### src/rtl/assert_macros.svh
// Assertion shorthands shared by the RTL.
`ifndef ASSERT_MACROS_SVH
`define ASSERT_MACROS_SVH

// Same-cycle implication, disabled while in reset.
`define ASSERT_IMPLIES(lbl, clk, rst_n, ante, cons) \
	lbl: assert property (@(posedge clk) disable iff (!(rst_n)) (ante) |-> (cons)) \
		else $error("assertion failed: same-cycle implication");

// Next-cycle implication, disabled while in reset.
`define ASSERT_NEXT(lbl, clk, rst_n, ante, cons) \
	lbl: assert property (@(posedge clk) disable iff (!(rst_n)) (ante) |=> (cons)) \
		else $error("assertion failed: next-cycle implication");

`endif

### src/rtl/ihsp_pkg.sv
package ihsp_pkg;

	localparam int HEADER_BYTES   = 24;
	localparam int FILE_LEN_RESET = 24;

	// Byte queue between the front and back ends
	localparam int QUEUE_DEPTH = 2;
	localparam int QPTR_W      = $clog2(QUEUE_DEPTH);
	localparam int QCNT_W      = $clog2(QUEUE_DEPTH + 1);

	typedef enum logic [1:0] {
		FMT_NONE = 2'd0,
		FMT_JPEG = 2'd1,
		FMT_GIF  = 2'd2,
		FMT_PNG  = 2'd3
	} img_fmt_t;

	// One file byte tagged with its offset; last marks the file's final byte
	typedef struct packed {
		logic        last;
		logic [31:0] idx;
		logic [7:0]  data;
	} qent_t;

endpackage

### src/rtl/ihsp_front.sv
module ihsp_front (
	input  logic          clk,
	input  logic          arst_n,
	input  logic          data_valid,
	output logic          data_stall,
	input  logic [7:0]    data_byte,
	input  logic [31:0]   file_length,
	input  logic          q_full,
	output logic          push,
	output ihsp_pkg::qent_t push_ent
);
	import ihsp_pkg::*;

	logic [31:0] idx_q;
	logic        is_last;

	assign data_stall = q_full;
	assign push       = data_valid && !q_full;

	// offset wraps at 32 bits, same as the byte counter it models
	assign is_last = (idx_q == (file_length - 32'd1));

	assign push_ent.last = is_last;
	assign push_ent.idx  = idx_q;
	assign push_ent.data = data_byte;

	always_ff @(posedge clk or negedge arst_n) begin
		if (!arst_n) begin
			idx_q <= '0;
		end else if (push) begin
			idx_q <= is_last ? 32'd0 : idx_q + 32'd1;
		end
	end

endmodule

### src/rtl/ihsp_queue.sv
module ihsp_queue (
	input  logic          clk,
	input  logic          arst_n,
	input  logic          push,
	input  ihsp_pkg::qent_t push_ent,
	input  logic          pop,
	output ihsp_pkg::qent_t head,
	output logic          q_full,
	output logic          q_valid
);
	import ihsp_pkg::*;

	qent_t             mem_q [QUEUE_DEPTH];
	logic [QPTR_W-1:0] wr_ptr_q;
	logic [QPTR_W-1:0] rd_ptr_q;
	logic [QCNT_W-1:0] cnt_q;

	assign q_full  = (cnt_q == QCNT_W'(QUEUE_DEPTH));
	assign q_valid = (cnt_q != '0);
	assign head    = mem_q[rd_ptr_q];

	always_ff @(posedge clk) begin
		if (push) begin
			mem_q[wr_ptr_q] <= push_ent;
		end
	end

	always_ff @(posedge clk or negedge arst_n) begin
		if (!arst_n) begin
			wr_ptr_q <= '0;
			rd_ptr_q <= '0;
			cnt_q    <= '0;
		end else begin
			if (push) begin
				wr_ptr_q <= wr_ptr_q + QPTR_W'(1);
			end
			if (pop) begin
				rd_ptr_q <= rd_ptr_q + QPTR_W'(1);
			end
			case ({push, pop})
				2'b10:   cnt_q <= cnt_q + QCNT_W'(1);
				2'b01:   cnt_q <= cnt_q - QCNT_W'(1);
				default: cnt_q <= cnt_q;
			endcase
		end
	end

endmodule

### src/rtl/ihsp_back.sv
module ihsp_back (
	input  logic          clk,
	input  logic          arst_n,
	input  logic          q_valid,
	input  ihsp_pkg::qent_t head,
	output logic          pop,
	input  logic [31:0]   file_length,
	output logic          result_valid,
	input  logic          result_stall,
	output logic [1:0]    image_format,
	output logic [31:0]   image_width,
	output logic [31:0]   image_height
);
	import ihsp_pkg::*;

	localparam int HIDX_W = $clog2(HEADER_BYTES);

	localparam logic [7:0] B_FF  = 8'hFF;
	localparam logic [7:0] B_SOI = 8'hD8;
	localparam logic [7:0] B_APP = 8'hE0;
	localparam logic [7:0] B_J   = 8'h4A;
	localparam logic [7:0] B_F   = 8'h46;
	localparam logic [7:0] B_I   = 8'h49;
	localparam logic [7:0] B_G   = 8'h47;
	localparam logic [7:0] B_P   = 8'h50;
	localparam logic [7:0] B_N   = 8'h4E;
	localparam logic [7:0] B_H   = 8'h48;
	localparam logic [7:0] B_D   = 8'h44;
	localparam logic [7:0] B_R   = 8'h52;
	localparam logic [7:0] B_PNG = 8'h89;
	localparam logic [7:0] B_CR  = 8'h0D;
	localparam logic [7:0] B_LF  = 8'h0A;
	localparam logic [7:0] B_EOF = 8'h1A;

	localparam logic [31:0] OFS_SOI_END  = 32'd3;
	localparam logic [31:0] OFS_JFIF_END = 32'd9;
	localparam logic [31:0] SP_RESET     = 32'd2;

	function automatic logic is_sof(input logic [7:0] m);
		case (m)
			8'hC0, 8'hC1, 8'hC2, 8'hC3, 8'hC9, 8'hCA, 8'hCB: is_sof = 1'b1;
			default:                                       is_sof = 1'b0;
		endcase
	endfunction

	// header bytes and the last three bytes of the stream
	logic [7:0]  hdr_q [HEADER_BYTES];
	logic [7:0]  r1_q, r2_q, r3_q;

	// segment walk
	logic [31:0] sp_q;
	logic [32:0] sp2_q;   // sp_q + 2, registered from sp_q so it trails sp_q
	logic [32:0] sp14_q;  // sp_q + 14, registered from sp_q so it trails sp_q
	logic        walk_q, fin_q, mok_q;
	logic [31:0] held_q;

	logic        res_valid_q;
	logic [1:0]  res_fmt_q;
	logic [31:0] res_wid_q, res_hgt_q;

	logic [7:0]  b;
	logic [31:0] idx;
	logic        in_hdr;
	logic [HIDX_W-1:0] hidx;
	logic [7:0]  h [HEADER_BYTES];
	logic        soi_app, jfif_tag;
	logic [32:0] win_ofs;
	logic        at_window, in_dim;
	logic [15:0] seg;
	logic [33:0] lim, np;
	logic        over;
	logic        walk_n, fin_n, mok_n;
	logic [31:0] sp_n, held_n;
	img_fmt_t    fmt;
	logic [31:0] wid, hgt;

	assign b      = head.data;
	assign idx    = head.idx;
	assign pop    = q_valid && !(head.last && res_valid_q && result_stall);
	assign in_hdr = (idx < 32'(HEADER_BYTES));
	assign hidx   = idx[HIDX_W-1:0];

	always_comb begin
		for (int k = 0; k < HEADER_BYTES; k++) begin
			h[k] = (in_hdr && (hidx == HIDX_W'(k))) ? b : hdr_q[k];
		end
	end

	assign soi_app  = (h[0] == B_FF) && (h[1] == B_SOI) && (h[2] == B_FF) && (h[3] == B_APP);
	assign jfif_tag = (h[6] == B_J) && (h[7] == B_F) && (h[8] == B_I) && (h[9] == B_F);

	// offset of the byte within the current window
	assign win_ofs   = {1'b0, idx} - {1'b0, sp_q};
	assign at_window = (win_ofs == 33'd3);
	assign in_dim    = (win_ofs == 33'd5) || (win_ofs == 33'd6) || (win_ofs == 33'd7) ||
		(win_ofs == 33'd8);

	assign seg  = {r1_q, b};
	assign lim  = {1'b0, sp14_q} + 34'(seg);
	assign np   = {1'b0, sp2_q} + 34'(seg);
	assign over = (lim > {2'b00, file_length});

	always_comb begin
		walk_n = walk_q;
		fin_n  = fin_q;
		mok_n  = mok_q;
		sp_n   = sp_q;
		if (idx == OFS_SOI_END) begin
			walk_n = soi_app;
		end
		if ((idx == OFS_JFIF_END) && !jfif_tag) begin
			walk_n = 1'b0;
		end
		if (walk_n && at_window) begin
			if (r3_q != B_FF) begin
				fin_n  = 1'b1;
				mok_n  = 1'b0;
				walk_n = 1'b0;
			end else if (is_sof(r2_q) || over) begin
				fin_n  = 1'b1;
				mok_n  = 1'b1;
				walk_n = 1'b0;
			end else begin
				sp_n = np[31:0];
			end
		end
		// a new window never places this byte among its dimension bytes, so the old position decides
		held_n = in_dim ? {held_q[23:0], b} : held_q;
	end

	always_comb begin
		fmt = FMT_NONE;
		wid = '0;
		hgt = '0;
		if (file_length >= 32'(HEADER_BYTES)) begin
			if (soi_app && jfif_tag) begin
				if (fin_n && mok_n) begin
					fmt = FMT_JPEG;
					hgt = {16'h0, held_n[31:16]};
					wid = {16'h0, held_n[15:0]};
				end
			end else if ((h[0] == B_FF) && (h[1] == B_SOI) && (h[2] == B_FF)) begin
				fmt = FMT_JPEG;
				hgt = {16'h0, h[7], h[8]};
				wid = {16'h0, h[9], h[10]};
			end else if ((h[0] == B_G) && (h[1] == B_I) && (h[2] == B_F)) begin
				fmt = FMT_GIF;
				wid = {16'h0, h[7], h[6]};
				hgt = {16'h0, h[9], h[8]};
			end else if ((h[0] == B_PNG) && (h[1] == B_P) && (h[2] == B_N) && (h[3] == B_G) &&
					(h[4] == B_CR) && (h[5] == B_LF) && (h[6] == B_EOF) && (h[7] == B_LF) &&
					(h[12] == B_I) && (h[13] == B_H) && (h[14] == B_D) && (h[15] == B_R)) begin
				fmt = FMT_PNG;
				wid = {h[16], h[17], h[18], h[19]};
				hgt = {h[20], h[21], h[22], h[23]};
			end
		end
	end

	always_ff @(posedge clk) begin
		if (pop) begin
			if (in_hdr) begin
				hdr_q[hidx] <= b;
			end
			r1_q <= b;
			r2_q <= r1_q;
			r3_q <= r2_q;
		end
		if (pop && head.last) begin
			res_fmt_q <= fmt;
			res_wid_q <= wid;
			res_hgt_q <= hgt;
		end
	end

	always_ff @(posedge clk or negedge arst_n) begin
		if (!arst_n) begin
			sp_q        <= SP_RESET;
			sp2_q       <= 33'd4;
			sp14_q      <= 33'd16;
			walk_q      <= 1'b0;
			fin_q       <= 1'b0;
			mok_q       <= 1'b0;
			held_q      <= '0;
			res_valid_q <= 1'b0;
		end else begin
			sp2_q  <= {1'b0, sp_q} + 33'd2;
			sp14_q <= {1'b0, sp_q} + 33'd14;
			if (pop) begin
				if (head.last) begin
					sp_q   <= SP_RESET;
					walk_q <= 1'b0;
					fin_q  <= 1'b0;
					mok_q  <= 1'b0;
					held_q <= '0;
				end else begin
					sp_q   <= sp_n;
					walk_q <= walk_n;
					fin_q  <= fin_n;
					mok_q  <= mok_n;
					held_q <= held_n;
				end
			end
			if (pop && head.last) begin
				res_valid_q <= 1'b1;
			end else if (!result_stall) begin
				res_valid_q <= 1'b0;
			end
		end
	end

	assign result_valid = res_valid_q;
	assign image_format = res_fmt_q;
	assign image_width  = res_wid_q;
	assign image_height = res_hgt_q;

endmodule

### src/rtl/image_header_size_parser_unit.sv
// Channel   Signals                                 Dir  Transfer when
// data      data_valid, data_stall, data_byte       in   data_valid & !data_stall
// result    result_valid, result_stall,             out  result_valid & !result_stall
//           image_format, image_width, image_height
// cfg       cfg_valid, cfg_ready, file_length       in   cfg_valid & cfg_ready
//
// One byte per clock sustained while result_stall holds back no last byte; the back end
// retires a byte each cycle it is not held. result_valid is registered: the file's last
// byte is taken into the byte queue, retired by the back end, and then result_valid rises.
// result_stall holds back only the last byte of the next file; other bytes flow.
// arst_n clears counters and the walk; byte stores need no reset and no sweep.
// data_stall rises only when the two-entry byte queue is full.

`include "assert_macros.svh"

module image_header_size_parser_unit (
	input  logic        clk,
	input  logic        arst_n,
	input  logic        data_valid,
	output logic        data_stall,
	input  logic [7:0]  data_byte,
	output logic        result_valid,
	input  logic        result_stall,
	output logic [1:0]  image_format,
	output logic [31:0] image_width,
	output logic [31:0] image_height,
	input  logic        cfg_valid,
	output logic        cfg_ready,
	input  logic [31:0] file_length
);
	import ihsp_pkg::*;

	// file length register, to be written only while idle; the block does not enforce this
	logic [31:0] flen_q;

	// front to queue
	logic  q_push;
	qent_t q_push_ent;
	logic  q_full;

	// queue to back
	logic  q_valid;
	logic  q_pop;
	qent_t q_head;

	assign cfg_ready = 1'b1;

	always_ff @(posedge clk or negedge arst_n) begin
		if (!arst_n) begin
			flen_q <= 32'(FILE_LEN_RESET);
		end else if (cfg_valid && cfg_ready) begin
			flen_q <= file_length;
		end
	end

	// Front end: counts offsets and tags the file's final byte
	ihsp_front u_front (
		.clk         (clk),
		.arst_n      (arst_n),
		.data_valid  (data_valid),
		.data_stall  (data_stall),
		.data_byte   (data_byte),
		.file_length (flen_q),
		.q_full      (q_full),
		.push        (q_push),
		.push_ent    (q_push_ent)
	);

	// Decoupling queue
	ihsp_queue u_queue (
		.clk      (clk),
		.arst_n   (arst_n),
		.push     (q_push),
		.push_ent (q_push_ent),
		.pop      (q_pop),
		.head     (q_head),
		.q_full   (q_full),
		.q_valid  (q_valid)
	);

	// Back end: header capture, segment walk, format decode, result register
	ihsp_back u_back (
		.clk          (clk),
		.arst_n       (arst_n),
		.q_valid      (q_valid),
		.head         (q_head),
		.pop          (q_pop),
		.file_length  (flen_q),
		.result_valid (result_valid),
		.result_stall (result_stall),
		.image_format (image_format),
		.image_width  (image_width),
		.image_height (image_height)
	);

	// a last byte never overwrites a result that is still waiting
	`ASSERT_IMPLIES(a_no_overwrite, clk, arst_n, q_pop && q_head.last, !(result_valid && result_stall))
	// retiring a last byte always presents a result
	`ASSERT_NEXT(a_result_follows, clk, arst_n, q_pop && q_head.last, result_valid)
	// results come only from a retired last byte
	`ASSERT_IMPLIES(a_result_source, clk, arst_n, $rose(result_valid), $past(q_pop && q_head.last))

endmodule

### config.mk
export PLATFORM = sky130hd
export DESIGN_NAME = image_header_size_parser_unit
export DESIGN_NICKNAME = d
export VERILOG_FILES = /design/src/rtl/ihsp_pkg.sv /design/src/rtl/ihsp_front.sv /design/src/rtl/ihsp_queue.sv /design/src/rtl/ihsp_back.sv /design/src/rtl/image_header_size_parser_unit.sv
export VERILOG_INCLUDE_DIRS = /design/src /design/src/rtl
export SDC_FILE = /design/constraint.sdc
export NUM_CORES = 1
export LEC_CHECK = 0
export BUFFER_PORTS_ARGS = -buffer_cell sky130_fd_sc_hd__clkbuf_2
export CORE_MARGIN = 1
export CORE_UTILIZATION = 45
export DETAILED_ROUTE_END_ITERATION = 7
export MAX_ROUTING_LAYER = met4
export PLACE_DENSITY = 0.66
export SETUP_SLACK_MARGIN = 0.02
export SKIP_LAST_GASP = 1
export SLEW_MARGIN = 30
export SYNTH_ARGS = -nofsm -noshare
export SYNTH_HDL_FRONTEND = slang
export SYNTH_SLANG_ARGS = --single-unit
### constraint.sdc
create_clock -name clk -period 6.52 [get_ports clk]
set_input_delay 0.326 -clock clk [delete_from_list [all_inputs] [get_ports clk]]
set_output_delay 0.326 -clock clk [all_outputs]
set_load 0.05 [all_outputs]
==> metrics.md <==
| Metric | Value |
|---|---|
| Sequential share of the synthesized area | 0.534 |
| Crit path max fanout | 33 |
| Reg with most FFs | u_back.hdr_q |
| Detailed placement HPWL | just over 60000 um |
| Post-route ant nets | 0 |
| Clock Path Buffers | 3 |
| Syn Inst Count | between 2000 and 3000 |
| Total of max-cap violations | 0 |
| Final min period | around 6 ns |
| Yosys warns | 0 |
| Req. time, crit path | between 6 and 7 ns |
| GRT Util Overall | 0.261 |
| Multi-input gate area | 12900 um^2 |
| Crit path DAT | ~6.6 ns |
| CTS Root Cell | clkbuf_16 |
| Leak | 12.3 nW |
| Final antenna diode count | 0 |
| Vias in the first global route | between 20000 and 25000 |
| # setup viols final | 0 |
| First-pass GRT wire length | ~130000 um |
| Area grow syn2layout | 14.1% |
| Initial antenna violation count | 0 |
| Setup Skew | between 0.03 and 0.04 ns |
| Die Span X | between 200 and 300 um |
| Most frequent cells in the layout | edfxtp_1 (356), nand2_1 (221), nor2_1 (212) |
| Synth cell types | about 100 |
| # rows | 93 |
| Period utilization | 0.938 |
| Fin. Hold Viols | 0 |
| Via density | ~6.0 |
| EDFF count, synth | ~360 |
| Largest net degree at the start of global routing | 162 |
| Power per cell area | ~370 nW/um^2 |
| Worst slack, placed | about 0.14 ns |
| Met3 wire len | about 5200 um |
| Commonest non-fill, non-tap cell in the layout | edfxtp_1 |
| Initial Util | 0.456 |
| # DRC | 0 |
| Depth of the CTS H-tree | 2 |
| Largest register FFs | 184 |
| RePlAce Congestion | about 0.97 |
| Highest Signal Layer | met4 |
| Io pins | about 110 |
| Post-layout util | 0.520 |
| Die area | roughly 66000 um^2 |
| Core box area | about 64000 um^2 |
| CTS tree | done |
| DR iter-0 viols | roughly 1700 |
| Peak Freq | 0.164 GHz |
| Nets | 2958 |
| RSZ-0062 raised after global routing | false |
| DR pass1 iterations | 5 |
| TNS Setup | 0 ns |
| Vias | 22400 |
| Slew Limit Headroom | 0.376 |
| CTS Buf Count | 58 |
| Later-pin clock latency in the skew report | ~0.64 ns |
| Post-Route WL | roughly 85000 um |
| FILL cells | 5689 |
| Critical path class | reg -> reg |
| Register area | approximately 16000 um^2 |
| CTS clk-pin slew, worst paths | 0.06 ns |
| Outcome | complete, no violations |
| GRT overflow | 0 |
| Synth Area per Inst | approximately 11 um^2 |
| Maximum vdd drop | about 0.00032 V |
| Post-route setup slack | roughly 0.41 ns |
| Critical path endpoint category | flop |
| #FFs+latches synth | about 560 |
| Ys flop type | edfxtp_1 |
| Startpoint types | flop |
| Clock sink total | between 500 and 600 |
| Worst Hold Class | in -> reg |
| Synthesized cell area | 29400 um^2 |
| Met2 wire len | 40700 um |
| Die height | about 260 um |
| Port Buffer Count | between 100 and 150 |
| Detail-routed net length per standard cell | ~23 um |
| Biggest regs | u_back.hdr_q x184, u_queue.mem_q x82 |
| Met1 Wirelength | ~35000 um |
| Worst slew pin tran | ~0.93 ns |
| Async SR Flop Fraction | 0.359 |
| Syn Nets | 2806 |
| Final slew viol count | 0 |
| Layout cells sized above 1 | 0.143 |
[cells in the mapped netlist, types with 9 or more instances]
master    instances  area share
o21a_1           26      0.0066
clkbuf_1         87       0.011
mux2i_1          60       0.020
or3_1            15      0.0032
dfrtp_1         194        0.17
inv_1           105       0.013
xnor2_1         135       0.040
ha_1            100       0.043
nand2b_1         23      0.0049
a22o_1           44       0.013
o32ai_2          29       0.016
a221oi_1         20      0.0060
o21ai_0         172       0.029
edfxtp_1        356        0.36
nor2_1          219       0.028
nor4b_1          14      0.0042
buf_2            19      0.0032
or4_1            12      0.0031
xor2_1           52       0.016
nand4_1          65       0.014
and3_1           29      0.0062
a31oi_1          16      0.0034
mux2_2           32       0.012
nor2b_1          17      0.0036
a21oi_1          74       0.013
nor4_1           43      0.0092
a21o_1           11      0.0028
nor3_1           82       0.014
o31ai_1          11      0.0028
nand2_1         221       0.028
and2_1           12      0.0026
nand3_1          90       0.015
o21bai_1          9      0.0023
o22a_1           11      0.0033
o211ai_1         20      0.0051
a211oi_1         64       0.016
[kinds of logic after synthesis]
group | synth area share
AO/OA/AOI/OAI | 0.148
XOR/XNOR | 0.0558
adder cells (fa/ha/maj) | 0.0440
buffers and inverters | 0.0333
flip-flops | 0.534
multiplexers | 0.0327
other | 0.000128
AND/OR/NAND/NOR | 0.152
[critical path: stages, from the launching register on]
cell      delay, ns
dfrtp_4        0.56
buf_4          0.17
mux2i_2        0.23
clkinv_2       0.12
ha_1           0.25
or3_1          0.43
or2_2          0.30
o311a_1        0.16
a211o_1        0.32
o211a_1        0.25
o21ai_1        0.32
or3_1          0.24
inv_1          0.07
and3_1         0.17
xor2_1         0.14
ha_1           0.30
nand4_1        0.16
nor4_2         0.22
a31oi_1        0.12
a31oi_1        0.21
nor3_1         0.09
buf_4          0.18
o31ai_4        0.28
o21ai_4        0.10
buf_12         0.19
o32ai_1        0.32
[layer usage]
layer | vias to the layer above | GRT usage
li1 | 10300 | -
met4 | 0 | 0.116
met1 | 11000 | 0.333
met5 | - | -
met3 | 200 | 0.0297
met2 | 860 | 0.419
[worst paths after layout]
| path | start | to | slack (ns) | cells past startpoint |
|---|---|---|---|---|
| worst min-delay path | file_length[4] | flen_q[4] | 0.03 | 3 |
| worst min register to register | u_back.r2_q[2] | u_back.r3_q[2] | 0.45 | 0 |
| max in group asynchronous | arst_n | u_queue.rd_ptr_q | 5.10 | 4 |
| min in group asynchronous | arst_n | u_back.held_q[27] | 0.20 | 2 |
| worst max-delay path | u_queue.rd_ptr_q | u_back.image_width[0] | 0.41 | 25 |
| worst max register to register | u_queue.rd_ptr_q | u_back.image_width[0] | 0.41 | 25 |
[metrics by stage]
step                power (mW)  cells  cell area [um^2]  hold WS (ns)
CTS                       12.4   3710             33400        0.0131
finish                    12.4   3716             33500        0.0276
global route              12.9   3716             33500        0.0343
floorplan                 7.53   2659             29400        0.0304
global placement          9.00   3561             31000         0.276
detailed placement        9.05   3561             31000         0.283
[layout make-up]
type                            count  area share
Multi-Input combinational cell   1869       0.385
Clock inverter                     34     0.00945
Timing Repair Buffer              213      0.0443
Clock buffer                       76      0.0486
Inverter                          114      0.0129
Sequential cell                   555       0.468
Tap cell                          855      0.0319
[power by group]
part           leakage (nW)  switching (mW)  internal (mW)  total (mW)
logic                  5.36            3.12           1.23        4.35
registers              5.99           0.310           4.46        4.77
clock network         0.934            1.44           1.89        3.32
total                  12.3            4.86           7.58        12.4
[repair_timing]
| item | CTS | global route |
|---|---|---|
| buffers inserted | 0 | 5 |
| hold endpoints to repair | 84 | 0 |
| hold buffers | 39 | 0 |
| gates resized for setup | 0 | 5 |
| setup endpoints to repair | 0 | 65 |
No activity file was read; power rests on OpenSTA's default activity.
